$ cat src/segment_display_serial_writer_assert.svh
// assertion macros used by the segment display writer back end (ssw_back)
// no dependencies; included by ssw_back, which carries concurrent checks
`ifndef SEGMENT_DISPLAY_SERIAL_WRITER_ASSERT_SVH
`define SEGMENT_DISPLAY_SERIAL_WRITER_ASSERT_SVH
`ifndef SYNTHESIS
// check sampled on clk, skipped while reset is asserted
`define SSW_ASSERT(lbl, prop, msg) \
  lbl: assert property (@(posedge clk) disable iff (!rst_n) prop) else $error(msg);
// check sampled on clk, also active during reset
`define SSW_ASSERT_ALWAYS(lbl, prop, msg) \
  lbl: assert property (@(posedge clk) prop) else $error(msg);
`else
`define SSW_ASSERT(lbl, prop, msg)
`define SSW_ASSERT_ALWAYS(lbl, prop, msg)
`endif
`endif

$ cat src/ssw_pkg.sv
// shared types and constants of the segment display writer
// no dependencies; used by the top level, front, queue, back and the dv files
`timescale 1ns / 1ps
package ssw_pkg;

  // kind of one input beat
  typedef enum logic {
    OP_TICK = 1'b0,
    OP_SEND = 1'b1
  } op_kind_t;

  // transaction stage of the wire sequencer
  typedef enum logic [1:0] {
    STG_IDLE = 2'd0,
    STG_DATA = 2'd1,
    STG_ADDR = 2'd2,
    STG_CTRL = 2'd3
  } stage_t;

  // bit slot codes inside one transaction
  localparam logic [3:0] SLOT_START    = 4'd0;
  localparam logic [3:0] SLOT_DATA_END = 4'd8;
  localparam logic [3:0] SLOT_ACK      = 4'd9;
  localparam logic [3:0] SLOT_STOP     = 4'd10;

  // configuration register indexes
  localparam int CFG_IDX_W = 3;
  localparam logic [CFG_IDX_W-1:0] CFG_BRIGHTNESS  = 3'd0;
  localparam logic [CFG_IDX_W-1:0] CFG_TICKS       = 3'd1;
  localparam logic [CFG_IDX_W-1:0] CFG_DATA_CMD    = 3'd2;
  localparam logic [CFG_IDX_W-1:0] CFG_ADDR_CMD    = 3'd3;
  localparam logic [CFG_IDX_W-1:0] CFG_CTRL_CMD    = 3'd4;

  localparam int NUM_INPUT_DIGITS = 4;
  localparam int SLOT_W = 3;

  // classified beat handed from front to back
  typedef struct packed {
    op_kind_t                              kind;
    logic [NUM_INPUT_DIGITS-1:0][7:0]      digits;
    logic [SLOT_W-1:0]                     count;
    logic [1:0]                            position;
    logic                                  sense;
  } op_t;

  // configuration register set
  typedef struct packed {
    logic [3:0] brightness;
    logic [7:0] ticks;
    logic [7:0] data_cmd;
    logic [7:0] addr_cmd;
    logic [7:0] ctrl_cmd;
  } cfg_t;

endpackage

$ cat src/ssw_in_if.sv
// input channel of the segment display writer: valid, ready and beat fields
// no dependencies
`timescale 1ns / 1ps
interface ssw_in_if;
  logic       valid;
  logic       ready;
  logic       command;
  logic [7:0] digit0;
  logic [7:0] digit1;
  logic [7:0] digit2;
  logic [7:0] digit3;
  logic [2:0] digit_count;
  logic [1:0] first_position;
  logic       dio_sense;

  modport source (
    output valid, command, digit0, digit1, digit2, digit3,
           digit_count, first_position, dio_sense,
    input  ready
  );
  modport sink (
    input  valid, command, digit0, digit1, digit2, digit3,
           digit_count, first_position, dio_sense,
    output ready
  );
endinterface

$ cat src/ssw_out_if.sv
// result channel of the segment display writer: valid, ready and line levels
// no dependencies
`timescale 1ns / 1ps
interface ssw_out_if;
  logic valid;
  logic ready;
  logic clk_low;
  logic dio_low;
  logic busy_res;

  modport source (output valid, clk_low, dio_low, busy_res, input ready);
  modport sink (input valid, clk_low, dio_low, busy_res, output ready);
endinterface

$ cat src/segment_display_serial_writer.sv
// top level of the two-wire segment display writer
// depends on ssw_pkg, ssw_in_if, ssw_out_if, ssw_front, ssw_queue, ssw_back
//
//  channel | dir | handshake     | payload
//  in_bus  | in  | valid / ready | command, digit0..3, digit_count, first_position, dio_sense
//  out_bus | out | valid / ready | clk_low, dio_low, busy_res
//  cfg     | in  | cfg_we        | cfg_index, cfg_data
//
// one beat per cycle while results are taken; a beat passes the queue and the result register
// front writes a two-entry queue; the sequencer pops one beat a cycle unless the result stalls
// a stalled result only stops the sequencer; input stalls once the queue is full
// synchronous active-low reset: idle, both lines released, registers at defaults
`timescale 1ns / 1ps
module segment_display_serial_writer #(
  parameter int MAX_DIGITS = 4
) (
  input  logic                          clk,
  input  logic                          rst_n,
  ssw_in_if.sink                        in_bus,
  ssw_out_if.source                     out_bus,
  input  logic                          cfg_we,
  input  logic [ssw_pkg::CFG_IDX_W-1:0] cfg_index,
  input  logic [7:0]                    cfg_data
);

  ssw_pkg::cfg_t cfg_r;
  ssw_pkg::op_t  push_op;
  ssw_pkg::op_t  pop_op;
  logic          q_push;
  logic          q_pop;
  logic          q_full;
  logic          q_empty;

  // configuration registers
  always_ff @(posedge clk) begin
    if (!rst_n) begin
      cfg_r.brightness <= 4'd15;
      cfg_r.ticks      <= 8'd100;
      cfg_r.data_cmd   <= 8'h40;
      cfg_r.addr_cmd   <= 8'hC0;
      cfg_r.ctrl_cmd   <= 8'h80;
    end else if (cfg_we) begin
      unique case (cfg_index)
        ssw_pkg::CFG_BRIGHTNESS: cfg_r.brightness <= cfg_data[3:0];
        ssw_pkg::CFG_TICKS:      cfg_r.ticks      <= cfg_data;
        ssw_pkg::CFG_DATA_CMD:   cfg_r.data_cmd   <= cfg_data;
        ssw_pkg::CFG_ADDR_CMD:   cfg_r.addr_cmd   <= cfg_data;
        ssw_pkg::CFG_CTRL_CMD:   cfg_r.ctrl_cmd   <= cfg_data;
        default: ;
      endcase
    end
  end

  // accept and classify
  ssw_front #(.MAX_DIGITS(MAX_DIGITS)) u_front (
    .in_bus (in_bus),
    .q_full (q_full),
    .q_push (q_push),
    .q_op   (push_op)
  );

  // decoupling queue
  ssw_queue u_queue (
    .clk     (clk),
    .rst_n   (rst_n),
    .push    (q_push),
    .push_op (push_op),
    .full    (q_full),
    .pop     (q_pop),
    .pop_op  (pop_op),
    .empty   (q_empty)
  );

  // wire sequencer and result
  ssw_back #(.MAX_DIGITS(MAX_DIGITS)) u_back (
    .clk     (clk),
    .rst_n   (rst_n),
    .cfg     (cfg_r),
    .op      (pop_op),
    .q_empty (q_empty),
    .q_pop   (q_pop),
    .out_bus (out_bus)
  );

endmodule

$ cat src/ssw_front.sv
// front end: accepts input beats, classifies them and clamps the digit count
// depends on ssw_pkg and ssw_in_if
`timescale 1ns / 1ps
module ssw_front #(
  parameter int MAX_DIGITS = 4
) (
  ssw_in_if.sink         in_bus,
  input  logic           q_full,
  output logic           q_push,
  output ssw_pkg::op_t   q_op
);

  // accept whenever the queue has room
  assign in_bus.ready = !q_full;
  assign q_push       = in_bus.valid && !q_full;

  // classify the beat and clamp the count
  always_comb begin
    q_op.kind      = in_bus.command ? ssw_pkg::OP_SEND : ssw_pkg::OP_TICK;
    q_op.digits    = {in_bus.digit3, in_bus.digit2, in_bus.digit1, in_bus.digit0};
    q_op.count     = (in_bus.digit_count > ssw_pkg::SLOT_W'(MAX_DIGITS))
                     ? ssw_pkg::SLOT_W'(MAX_DIGITS) : in_bus.digit_count;
    q_op.position  = in_bus.first_position;
    q_op.sense     = in_bus.dio_sense;
  end

endmodule

$ cat src/ssw_queue.sv
// two-entry queue of classified beats between front and back
// depends on ssw_pkg
`timescale 1ns / 1ps
module ssw_queue (
  input  logic          clk,
  input  logic          rst_n,
  input  logic          push,
  input  ssw_pkg::op_t  push_op,
  output logic          full,
  input  logic          pop,
  output ssw_pkg::op_t  pop_op,
  output logic          empty
);

  ssw_pkg::op_t entry_r [2];
  logic         wr_ptr_r;
  logic         rd_ptr_r;
  logic [1:0]   count_r;

  assign full   = (count_r == 2'd2);
  assign empty  = (count_r == 2'd0);
  assign pop_op = entry_r[rd_ptr_r];

  // entry storage
  always_ff @(posedge clk) begin
    if (push) begin
      entry_r[wr_ptr_r] <= push_op;
    end
  end

  // pointers and fill level
  always_ff @(posedge clk) begin
    if (!rst_n) begin
      wr_ptr_r <= 1'b0;
      rd_ptr_r <= 1'b0;
      count_r  <= 2'd0;
    end else begin
      if (push) begin
        wr_ptr_r <= !wr_ptr_r;
      end
      if (pop) begin
        rd_ptr_r <= !rd_ptr_r;
      end
      count_r <= count_r + {1'b0, push} - {1'b0, pop};
    end
  end

endmodule

$ cat src/ssw_back.sv
// back end: prescaler, wire sequencer and result register
// depends on ssw_pkg, ssw_out_if and the assertion header
`timescale 1ns / 1ps
`include "segment_display_serial_writer_assert.svh"
module ssw_back #(
  parameter int MAX_DIGITS = 4
) (
  input  logic          clk,
  input  logic          rst_n,
  input  ssw_pkg::cfg_t cfg,
  input  ssw_pkg::op_t  op,
  input  logic          q_empty,
  output logic          q_pop,
  ssw_out_if.source     out_bus
);

  localparam int IDX_W = (MAX_DIGITS > 1) ? $clog2(MAX_DIGITS) : 1;

  // sequencer state
  ssw_pkg::stage_t          stage_r, stage_nxt;
  logic [ssw_pkg::SLOT_W-1:0] byte_slot_r, byte_slot_nxt;
  logic [ssw_pkg::SLOT_W-1:0] total_r, total_nxt;
  logic [1:0]               pos_r, pos_nxt;
  logic [3:0]               bit_slot_r, bit_slot_nxt;
  logic [2:0]               phase_r, phase_nxt;
  logic [7:0]               shift_r, shift_nxt;
  logic [7:0]               tick_r, tick_nxt;
  logic                     clk_low_r, clk_low_nxt;
  logic                     dio_low_r, dio_low_nxt;
  logic [7:0]               frame_r [MAX_DIGITS];
  logic                     load_frame;

  // result register
  logic out_valid_r;
  logic out_clk_r;
  logic out_dio_r;
  logic out_busy_r;

  logic [7:0]               limit;
  logic [ssw_pkg::SLOT_W-1:0] sel_slot;
  logic [ssw_pkg::SLOT_W-1:0] sel_m1;
  logic [7:0]               cur_byte;
  logic [2:0]               phase_inc;
  logic                     do_apply;

  // take a beat when the result register is free or being emptied
  assign q_pop = !q_empty && (!out_valid_r || out_bus.ready);

  assign limit     = (cfg.ticks == 8'd0) ? 8'd1 : cfg.ticks;
  assign phase_inc = phase_r + 3'd1;

  // byte that the next data bits will shift out
  assign sel_slot = (bit_slot_r == ssw_pkg::SLOT_START) ? '0 : byte_slot_r + 1'b1;
  assign sel_m1   = sel_slot - 1'b1;
  always_comb begin
    if (stage_r == ssw_pkg::STG_DATA) begin
      cur_byte = cfg.data_cmd;
    end else if (stage_r == ssw_pkg::STG_ADDR) begin
      if (sel_slot == '0) begin
        cur_byte = cfg.addr_cmd + {6'd0, pos_r};
      end else if (sel_slot <= ssw_pkg::SLOT_W'(MAX_DIGITS)) begin
        cur_byte = frame_r[sel_m1[IDX_W-1:0]];
      end else begin
        cur_byte = 8'd0;
      end
    end else begin
      cur_byte = cfg.ctrl_cmd + {4'd0, cfg.brightness};
    end
  end

  // next state: send latch, prescaler, sequencer step and line action
  always_comb begin
    stage_nxt     = stage_r;
    byte_slot_nxt = byte_slot_r;
    total_nxt     = total_r;
    pos_nxt       = pos_r;
    bit_slot_nxt  = bit_slot_r;
    phase_nxt     = phase_r;
    shift_nxt     = shift_r;
    tick_nxt      = tick_r;
    clk_low_nxt   = clk_low_r;
    dio_low_nxt   = dio_low_r;
    load_frame    = 1'b0;
    do_apply      = 1'b0;

    if (q_pop) begin
      if (op.kind == ssw_pkg::OP_SEND) begin
        if (stage_r == ssw_pkg::STG_IDLE) begin
          load_frame    = 1'b1;
          total_nxt     = op.count;
          pos_nxt       = op.position;
          stage_nxt     = ssw_pkg::STG_DATA;
          byte_slot_nxt = '0;
          bit_slot_nxt  = ssw_pkg::SLOT_START;
          phase_nxt     = 3'd0;
          shift_nxt     = 8'd0;
          tick_nxt      = 8'd0;
          do_apply      = 1'b1;
        end
      end else if (stage_r != ssw_pkg::STG_IDLE) begin
        tick_nxt = tick_r + 8'd1;
        if (tick_nxt >= limit) begin
          tick_nxt = 8'd0;
          // sequencer step
          if (bit_slot_r == ssw_pkg::SLOT_START) begin
            bit_slot_nxt  = 4'd1;
            phase_nxt     = 3'd0;
            byte_slot_nxt = '0;
            shift_nxt     = cur_byte;
          end else if (bit_slot_r <= ssw_pkg::SLOT_DATA_END) begin
            phase_nxt = phase_inc;
            if (phase_inc >= 3'd3) begin
              phase_nxt    = 3'd0;
              shift_nxt    = {1'b0, shift_r[7:1]};
              bit_slot_nxt = bit_slot_r + 4'd1;
            end
          end else if (bit_slot_r == ssw_pkg::SLOT_ACK) begin
            phase_nxt = phase_inc;
            if (phase_inc >= 3'd4) begin
              phase_nxt = 3'd0;
              if (stage_r == ssw_pkg::STG_ADDR && byte_slot_r < total_r) begin
                byte_slot_nxt = sel_slot;
                shift_nxt     = cur_byte;
                bit_slot_nxt  = 4'd1;
              end else begin
                bit_slot_nxt = ssw_pkg::SLOT_STOP;
              end
            end
          end else begin
            phase_nxt = phase_inc;
            if (phase_inc >= 3'd3) begin
              phase_nxt     = 3'd0;
              byte_slot_nxt = '0;
              bit_slot_nxt  = ssw_pkg::SLOT_START;
              unique case (stage_r)
                ssw_pkg::STG_IDLE: stage_nxt = ssw_pkg::STG_DATA;
                ssw_pkg::STG_DATA: stage_nxt = ssw_pkg::STG_ADDR;
                ssw_pkg::STG_ADDR: stage_nxt = ssw_pkg::STG_CTRL;
                ssw_pkg::STG_CTRL: stage_nxt = ssw_pkg::STG_IDLE;
                default:           stage_nxt = ssw_pkg::STG_IDLE;
              endcase
            end
          end
          do_apply = (stage_nxt != ssw_pkg::STG_IDLE);
        end
      end
    end

    // line action for the slot and phase just entered
    if (do_apply) begin
      if (bit_slot_nxt == ssw_pkg::SLOT_START) begin
        dio_low_nxt = 1'b1;
      end else if (bit_slot_nxt <= ssw_pkg::SLOT_DATA_END) begin
        if (phase_nxt == 3'd0) begin
          clk_low_nxt = 1'b1;
        end else if (phase_nxt == 3'd1) begin
          dio_low_nxt = !shift_nxt[0];
        end else begin
          clk_low_nxt = 1'b0;
        end
      end else if (bit_slot_nxt == ssw_pkg::SLOT_ACK) begin
        if (phase_nxt == 3'd0) begin
          clk_low_nxt = 1'b1;
          dio_low_nxt = 1'b0;
        end else if (phase_nxt == 3'd1) begin
          clk_low_nxt = 1'b0;
        end else if (phase_nxt == 3'd2) begin
          if (!op.sense) begin
            dio_low_nxt = 1'b1;
          end
        end else begin
          clk_low_nxt = 1'b1;
        end
      end else begin
        if (phase_nxt == 3'd0) begin
          dio_low_nxt = 1'b1;
        end else if (phase_nxt == 3'd1) begin
          clk_low_nxt = 1'b0;
        end else begin
          dio_low_nxt = 1'b0;
        end
      end
    end
  end

  // segment bytes of the frame, slots past the input digits read as zero
  always_ff @(posedge clk) begin
    if (load_frame) begin
      for (int i = 0; i < MAX_DIGITS; i++) begin
        frame_r[i] <= (i < ssw_pkg::NUM_INPUT_DIGITS) ? op.digits[i] : 8'd0;
      end
    end
  end

  // sequencer registers
  always_ff @(posedge clk) begin
    if (!rst_n) begin
      stage_r     <= ssw_pkg::STG_IDLE;
      byte_slot_r <= '0;
      total_r     <= '0;
      pos_r       <= 2'd0;
      bit_slot_r  <= ssw_pkg::SLOT_START;
      phase_r     <= 3'd0;
      shift_r     <= 8'd0;
      tick_r      <= 8'd0;
      clk_low_r   <= 1'b0;
      dio_low_r   <= 1'b0;
    end else begin
      stage_r     <= stage_nxt;
      byte_slot_r <= byte_slot_nxt;
      total_r     <= total_nxt;
      pos_r       <= pos_nxt;
      bit_slot_r  <= bit_slot_nxt;
      phase_r     <= phase_nxt;
      shift_r     <= shift_nxt;
      tick_r      <= tick_nxt;
      clk_low_r   <= clk_low_nxt;
      dio_low_r   <= dio_low_nxt;
    end
  end

  // result register, one beat per popped item
  always_ff @(posedge clk) begin
    if (!rst_n) begin
      out_valid_r <= 1'b0;
    end else if (q_pop) begin
      out_valid_r <= 1'b1;
    end else if (out_bus.ready) begin
      out_valid_r <= 1'b0;
    end
  end

  always_ff @(posedge clk) begin
    if (q_pop) begin
      out_clk_r  <= clk_low_nxt;
      out_dio_r  <= dio_low_nxt;
      out_busy_r <= (stage_nxt != ssw_pkg::STG_IDLE);
    end
  end

  assign out_bus.valid    = out_valid_r;
  assign out_bus.clk_low  = out_clk_r;
  assign out_bus.dio_low  = out_dio_r;
  assign out_bus.busy_res = out_busy_r;

  // checks
  `SSW_ASSERT_ALWAYS(a_reset_idle, !rst_n |=> stage_r == ssw_pkg::STG_IDLE && !clk_low_r && !dio_low_r, "reset left a line low")
  `SSW_ASSERT(a_idle_released, (stage_r != ssw_pkg::STG_IDLE) || (!clk_low_r && !dio_low_r), "idle with a line low")
  `SSW_ASSERT(a_hold_without_pop, !q_pop |=> $stable(stage_r) && $stable(bit_slot_r) && $stable(tick_r), "moved without a beat")
  `SSW_ASSERT(a_send_starts, q_pop && op.kind == ssw_pkg::OP_SEND && stage_r == ssw_pkg::STG_IDLE |=> stage_r == ssw_pkg::STG_DATA && dio_low_r && out_busy_r, "no frame start")
  `SSW_ASSERT(a_busy_matches, q_pop |=> out_busy_r == (stage_r != ssw_pkg::STG_IDLE), "busy differs from stage")

endmodule

$ cat src/flat_wrapper.sv
// flat-port wrapper written by rule: the top's interface ports become plain ports
module segment_display_serial_writer_flat 
#(
  parameter int MAX_DIGITS = 4
)
  (clk, rst_n, cfg_we, cfg_index, cfg_data, in_bus_valid, in_bus_command, in_bus_digit0, in_bus_digit1, in_bus_digit2, in_bus_digit3, in_bus_digit_count, in_bus_first_position, in_bus_dio_sense, in_bus_ready, out_bus_valid, out_bus_clk_low, out_bus_dio_low, out_bus_busy_res, out_bus_ready);
  ssw_in_if in_bus_i ();
  ssw_out_if out_bus_i ();
  input  logic clk;
  input  logic rst_n;
  input  logic cfg_we;
  input  logic [ssw_pkg::CFG_IDX_W-1:0] cfg_index;
  input  logic [7:0] cfg_data;
  input wire logic [$bits(in_bus_i.valid)-1:0] in_bus_valid;
  input wire logic [$bits(in_bus_i.command)-1:0] in_bus_command;
  input wire logic [$bits(in_bus_i.digit0)-1:0] in_bus_digit0;
  input wire logic [$bits(in_bus_i.digit1)-1:0] in_bus_digit1;
  input wire logic [$bits(in_bus_i.digit2)-1:0] in_bus_digit2;
  input wire logic [$bits(in_bus_i.digit3)-1:0] in_bus_digit3;
  input wire logic [$bits(in_bus_i.digit_count)-1:0] in_bus_digit_count;
  input wire logic [$bits(in_bus_i.first_position)-1:0] in_bus_first_position;
  input wire logic [$bits(in_bus_i.dio_sense)-1:0] in_bus_dio_sense;
  output wire logic [$bits(in_bus_i.ready)-1:0] in_bus_ready;
  output wire logic [$bits(out_bus_i.valid)-1:0] out_bus_valid;
  output wire logic [$bits(out_bus_i.clk_low)-1:0] out_bus_clk_low;
  output wire logic [$bits(out_bus_i.dio_low)-1:0] out_bus_dio_low;
  output wire logic [$bits(out_bus_i.busy_res)-1:0] out_bus_busy_res;
  input wire logic [$bits(out_bus_i.ready)-1:0] out_bus_ready;
  assign in_bus_i.valid = in_bus_valid;
  assign in_bus_i.command = in_bus_command;
  assign in_bus_i.digit0 = in_bus_digit0;
  assign in_bus_i.digit1 = in_bus_digit1;
  assign in_bus_i.digit2 = in_bus_digit2;
  assign in_bus_i.digit3 = in_bus_digit3;
  assign in_bus_i.digit_count = in_bus_digit_count;
  assign in_bus_i.first_position = in_bus_first_position;
  assign in_bus_i.dio_sense = in_bus_dio_sense;
  assign in_bus_ready = in_bus_i.ready;
  assign out_bus_valid = out_bus_i.valid;
  assign out_bus_clk_low = out_bus_i.clk_low;
  assign out_bus_dio_low = out_bus_i.dio_low;
  assign out_bus_busy_res = out_bus_i.busy_res;
  assign out_bus_i.ready = out_bus_ready;
  segment_display_serial_writer #(.MAX_DIGITS(MAX_DIGITS)) u_core (.clk(clk), .rst_n(rst_n), .in_bus(in_bus_i), .out_bus(out_bus_i), .cfg_we(cfg_we), .cfg_index(cfg_index), .cfg_data(cfg_data));
endmodule
$ cat config.mk
export PLATFORM = sky130hd
export DESIGN_NAME = segment_display_serial_writer_flat
export DESIGN_NICKNAME = d
export VERILOG_FILES = /design/src/ssw_pkg.sv /design/src/ssw_in_if.sv /design/src/ssw_out_if.sv /design/src/segment_display_serial_writer.sv /design/src/ssw_front.sv /design/src/ssw_queue.sv /design/src/ssw_back.sv /design/src/flat_wrapper.sv
export VERILOG_INCLUDE_DIRS = /design/src /design/src/src
export SDC_FILE = /design/constraint.sdc
export NUM_CORES = 1
export LEC_CHECK = 0
export BUFFER_PORTS_ARGS = -buffer_cell sky130_fd_sc_hd__buf_2
export CORE_ASPECT_RATIO = 0.9
export CORE_MARGIN = 2
export CORE_UTILIZATION = 57
export CTS_BUF_LIST = sky130_fd_sc_hd__clkbuf_4
export DETAILED_ROUTE_END_ITERATION = 10
export PLACE_DENSITY = 0.76
export REMOVE_ABC_BUFFERS = 1
export SLEW_MARGIN = 0
export SYNTH_ARGS = -nofsm -noshare
export SYNTH_HDL_FRONTEND = slang
export SYNTH_SLANG_ARGS = --single-unit
$ cat constraint.sdc
create_clock -name clk -period 4.5 [get_ports clk]
set_input_delay 0.225 -clock clk [delete_from_list [all_inputs] [get_ports clk]]
set_output_delay 0.225 -clock clk [all_outputs]
set_load 0.02 [all_outputs]
==> results <==
- The number of input and output port buffers inserted is 59.
- STA classifies the critical path endpoint as a register.
- From synthesis to final layout, the design area changed by 14.9%.
- The maximum buffer depth of the clock tree is 2.
- The number of rows created at floorplan is 43.
- Of all cell types, the one taking the most synthesized area is sky130_fd_sc_hd__edfxtp_1.
- The top-area cell type share of the netlist area is 38.6%.
- The share of total power dissipated in sequential elements is 51.9%.
- The via count of the first global-routing pass is 6256.
- The maximum number of pins on one net before global-route repair is 47.
- The run finished with clean final reports.
- The final cell count without fillers is 1084.
- The synthesized netlist contains 81 unique library cells.
- After detailed routing, the number of remaining DRC violations is 0.
- The biggest fanout along the worst timing path is 8.
- The number of placed instances, taps included is 1003.
- Setup violations remaining at the end of the flow were counted as 0.
- The setup clock skew after layout is 21.6 ps.
- The cell sitting at the root of the clock tree is a sky130_fd_sc_hd__clkbuf_4.
- The worst setup timing slack at the placement stage is 702 ps.
- The die is 135 um wide.
- STA puts the critical path data required time at 5020 ps.
- STA classifies the critical path startpoint as a register.
- The net count of the finished layout is 960.
- The total wirelength of the detailed-routed design is 19900 um.
- The transition time of the tightest slew-check pin is 1110 ps.
- Clock-pin slew was measured on the worst setup and hold paths at 170 ps.
- Once detail routing completed, the nets flagged for antenna violations numbered 0.
- The share of flip-flops with an asynchronous set or reset is 0%.
- For this design the ratio of total power to cell area is 429 nW/um^2.
- The leakage power is 0.00373 uW.
- The number of hold violations in the final report is 0.
- Headroom to the max-slew limit came out at 25.6%.
- The sequential fraction of the synthesis area is 56.1%.
- The tightest min-delay check is of the in2reg type.
- The total overflow left after global routing is 0.
- The share of total power dissipated in the clock network is 23.9%.
- The Yosys step of the flow raised 0 warnings.
- The setup slack on the worst flop-to-flop path is 580 ps.
- The TritonCTS clock tree is done.
- The number of max-slew violations in the final report came to 0.
- For the worst-skew pair, the clock arrives at the later sink with an insertion delay of 590 ps.
- The clock buffer count from CTS is 17.
- The critical path is of the reg2reg type.
- In this run the standard cell core region covers 15300 sq um.
- The worst-case IR drop observed on VDD is 0.337 mV.
- Cells fill 66.2% of the core in the end.
- The number of max-cap violations is 0.
- The total routing usage reported by global routing is 25.1%.
- Setup repair after global routing left no endpoint under its margin.
- The cell-internal power is 2940 uW.
- The fraction of power spent switching nets is 32.1%.
- The area of the die is 16500 sq um.
- The starting utilization of the core area is 57.6%.
- The initial antenna violation count is 0.
- The dominant synthesized flop cell is sky130_fd_sc_hd__edfxtp_1.
- The half-perimeter wire length after placement is 13200 um.
- The maximum level of the CTS H-tree is 4.
- The number of synthesized flops with an enable pin is 113.
- At the worst endpoint, the arrival time is 4430 ps.
- After synthesis the netlist holds a flip-flop and latch count of 190.
- The highest achievable clock rate is 255 MHz.
- The wire length of the first global-routing pass is 31800 um.
- The routed via count is 6333.
- The post-synthesis instance area is 8800 sq um.
- After routing, the total negative slack on setup checks comes to 0 ps.
- The number of standard cells after synthesis is 764.
- The average footprint of a synthesized cell is 11.5 sq um.
- The relative contribution of combinational cells to total power is 24.2%.
- The minimum period implied by the final worst setup slack is 3920 ps.
- In this run the power spent charging and discharging nets is 1390 uW.
- After detailed routing, the average wire length per cell comes to 18.4 um.
- The first-iteration detailed-routing DRC count is 637.
- 0 antenna diodes ended up in the layout.
- Routability-driven placement finished with a final weighted congestion of 0.960.
- The via-per-instance ratio is 5.84.
- The number of sinks driven by the clock tree is 190.
- The die is 122 um tall.
- The pre-antenna-repair detailed-routing pass consisted of 5 iterations.
- The boundary pin count is 60.
- The share of the cycle needed by the critical path after routing is 87.0%.
- The number of gates resized after CTS was 0.
- After synthesis, the cell types taking the most area are sky130_fd_sc_hd__edfxtp_1, sky130_fd_sc_hd__dfxtp_1, sky130_fd_sc_hd__ha_1.
- In the final layout, the share of cells above drive strength 1 is 18.0%.
- The slack of the critical path is 584 ps.
[routing by layer]
layer  wire length, um  vias up  GRT usage [%]  share of wire, %
li1                  -     3044              -                 -
met1              8810     3037           33.8                44
met2              9680      217           41.3                49
met3              1100       35           4.74               5.5
met4               350        0           8.59               1.8
met5                 0        -              0                 0
[metrics by stage]
stage | total power, uW | cell area, sq um | hold WS (ps)
after floorplan | 2980 | 8690 | 297
final | 4340 | 10100 | 64.0
after global routing | 4540 | 10100 | 85.6
after CTS | 4340 | 10100 | 37.6
after detailed placement | 3290 | 9290 | 416
after global placement | 3260 | 9290 | 412
[cells by family after synthesis]
group,synth area share (%)
simple gates,13.2
xor+xnor,2.47
flops,56.1
compound gates,12.1
fa+ha+maj,5.42
mux,8.29
buf+inv,2.49
[flip-flops by register name, summed over array words and instances (netlist names), 2 cells and up, named ones only]
register and cells:
u_core.u_queue.entry_r 78, u_core.cfg_r 36, u_core.u_back.frame_r 32, u_core.u_back.shift_r 8, u_core.u_back.tick_r 8, u_core.u_back.bit_slot_r 4
u_core.u_back.byte_slot_r 3, u_core.u_back.phase_r 3, u_core.u_back.total_r 3, u_core.u_back.pos_r 2, u_core.u_back.stage_r 2, u_core.u_queue.count_r 2
[power by group through the flow]
| stage | registers, uW | logic, uW | clock network [uW] |
|---|---|---|---|
| after floorplan | 2320 | 657 | 0 |
| after global placement | 2280 | 981 | 0 |
| after detailed placement | 2290 | 1000 | 0 |
| after CTS | 2250 | 1040 | 1050 |
| after global routing | 2270 | 1160 | 1110 |
| final | 2250 | 1050 | 1040 |
[worst paths after layout]
path                                              start                                    end  depth (start not counted)
setup / recovery   u_core.u_back.tick_r[2]$_SDFFE_PN0P_     u_core.u_back.dio_low_r$_SDFF_PN0_                         13
hold / removal                             cfg_index[2]          u_core.cfg_r[32]$_SDFFE_PN1P_                          4
setup reg to reg   u_core.u_back.tick_r[2]$_SDFFE_PN0P_     u_core.u_back.dio_low_r$_SDFF_PN0_                         13
hold reg to reg   u_core.u_back.shift_r[7]$_SDFFE_PN0P_  u_core.u_back.shift_r[7]$_SDFFE_PN0P_                          2
[cell usage in the layout, fill, tap and decap left out, types with 5 or more instances in the layout]
cell,synthesis,routed
sky130_fd_sc_hd__and3_1,13,12
sky130_fd_sc_hd__xor2_1,10,10
sky130_fd_sc_hd__nand2_1,96,96
sky130_fd_sc_hd__mux2i_1,14,14
sky130_fd_sc_hd__nand3_1,27,27
sky130_fd_sc_hd__or3_1,5,5
sky130_fd_sc_hd__nor3_1,8,8
sky130_fd_sc_hd__o211ai_1,8,8
sky130_fd_sc_hd__a32oi_1,6,6
sky130_fd_sc_hd__ha_1,34,34
sky130_fd_sc_hd__inv_1,25,25
sky130_fd_sc_hd__dlygate4sd3_1,0,49
sky130_fd_sc_hd__mux2_2,33,33
sky130_fd_sc_hd__mux4_2,8,8
sky130_fd_sc_hd__o21ai_0,20,20
sky130_fd_sc_hd__nor2_1,50,49
sky130_fd_sc_hd__a211oi_1,9,9
sky130_fd_sc_hd__buf_2,2,59
sky130_fd_sc_hd__o22ai_1,7,7
sky130_fd_sc_hd__edfxtp_1,113,113
sky130_fd_sc_hd__a21oi_1,57,57
sky130_fd_sc_hd__xnor2_1,13,13
sky130_fd_sc_hd__clkbuf_4,0,17
sky130_fd_sc_hd__dfxtp_1,77,76
sky130_fd_sc_hd__buf_4,0,5
sky130_fd_sc_hd__nand3b_1,5,5
sky130_fd_sc_hd__nor2b_1,7,7
[what timing repair did]
action                    CTS  global route
hold endpoints to repair  115             0
hold buffers               49             0
setup buffers               0             0
[synth_stat cells, drive strengths merged, types with 10 or more instances]
cell	instances
ha	34
buf	10
a21oi	58
xnor2	13
dfxtp	77
nand3	27
o21ai	24
nand2	96
mux2i	15
inv	27
mux2	34
nor2	51
and3	13
clkbuf	17
xor2	11
edfxtp	113
[critical path, stage by stage (launching register included)]
cell and delay [ps]:
sky130_fd_sc_hd__dfxtp_1 440, sky130_fd_sc_hd__and3_1 270, sky130_fd_sc_hd__and3_1 200, sky130_fd_sc_hd__and3_1 170, sky130_fd_sc_hd__xor2_1 210, sky130_fd_sc_hd__ha_1 310, sky130_fd_sc_hd__a21oi_1 160, sky130_fd_sc_hd__o22ai_1 120
sky130_fd_sc_hd__a31oi_2 400, sky130_fd_sc_hd__nor2_1 270, sky130_fd_sc_hd__a221oi_1 540, sky130_fd_sc_hd__nand2_1 160, sky130_fd_sc_hd__maj3_2 330, sky130_fd_sc_hd__a311oi_2 260
[area by class of cell]
type                            count  area (sq um)
Clock inverter                     15           205
Tap cell                          202           253
Sequential cell                   190          4940
Inverter                           28           108
Multi-Input combinational cell    519          3660
Timing Repair Buffer              113           823
Clock buffer                       17           128
Fill cell                        1161          5170
Note: power is estimated with default switching activity, not from simulation.
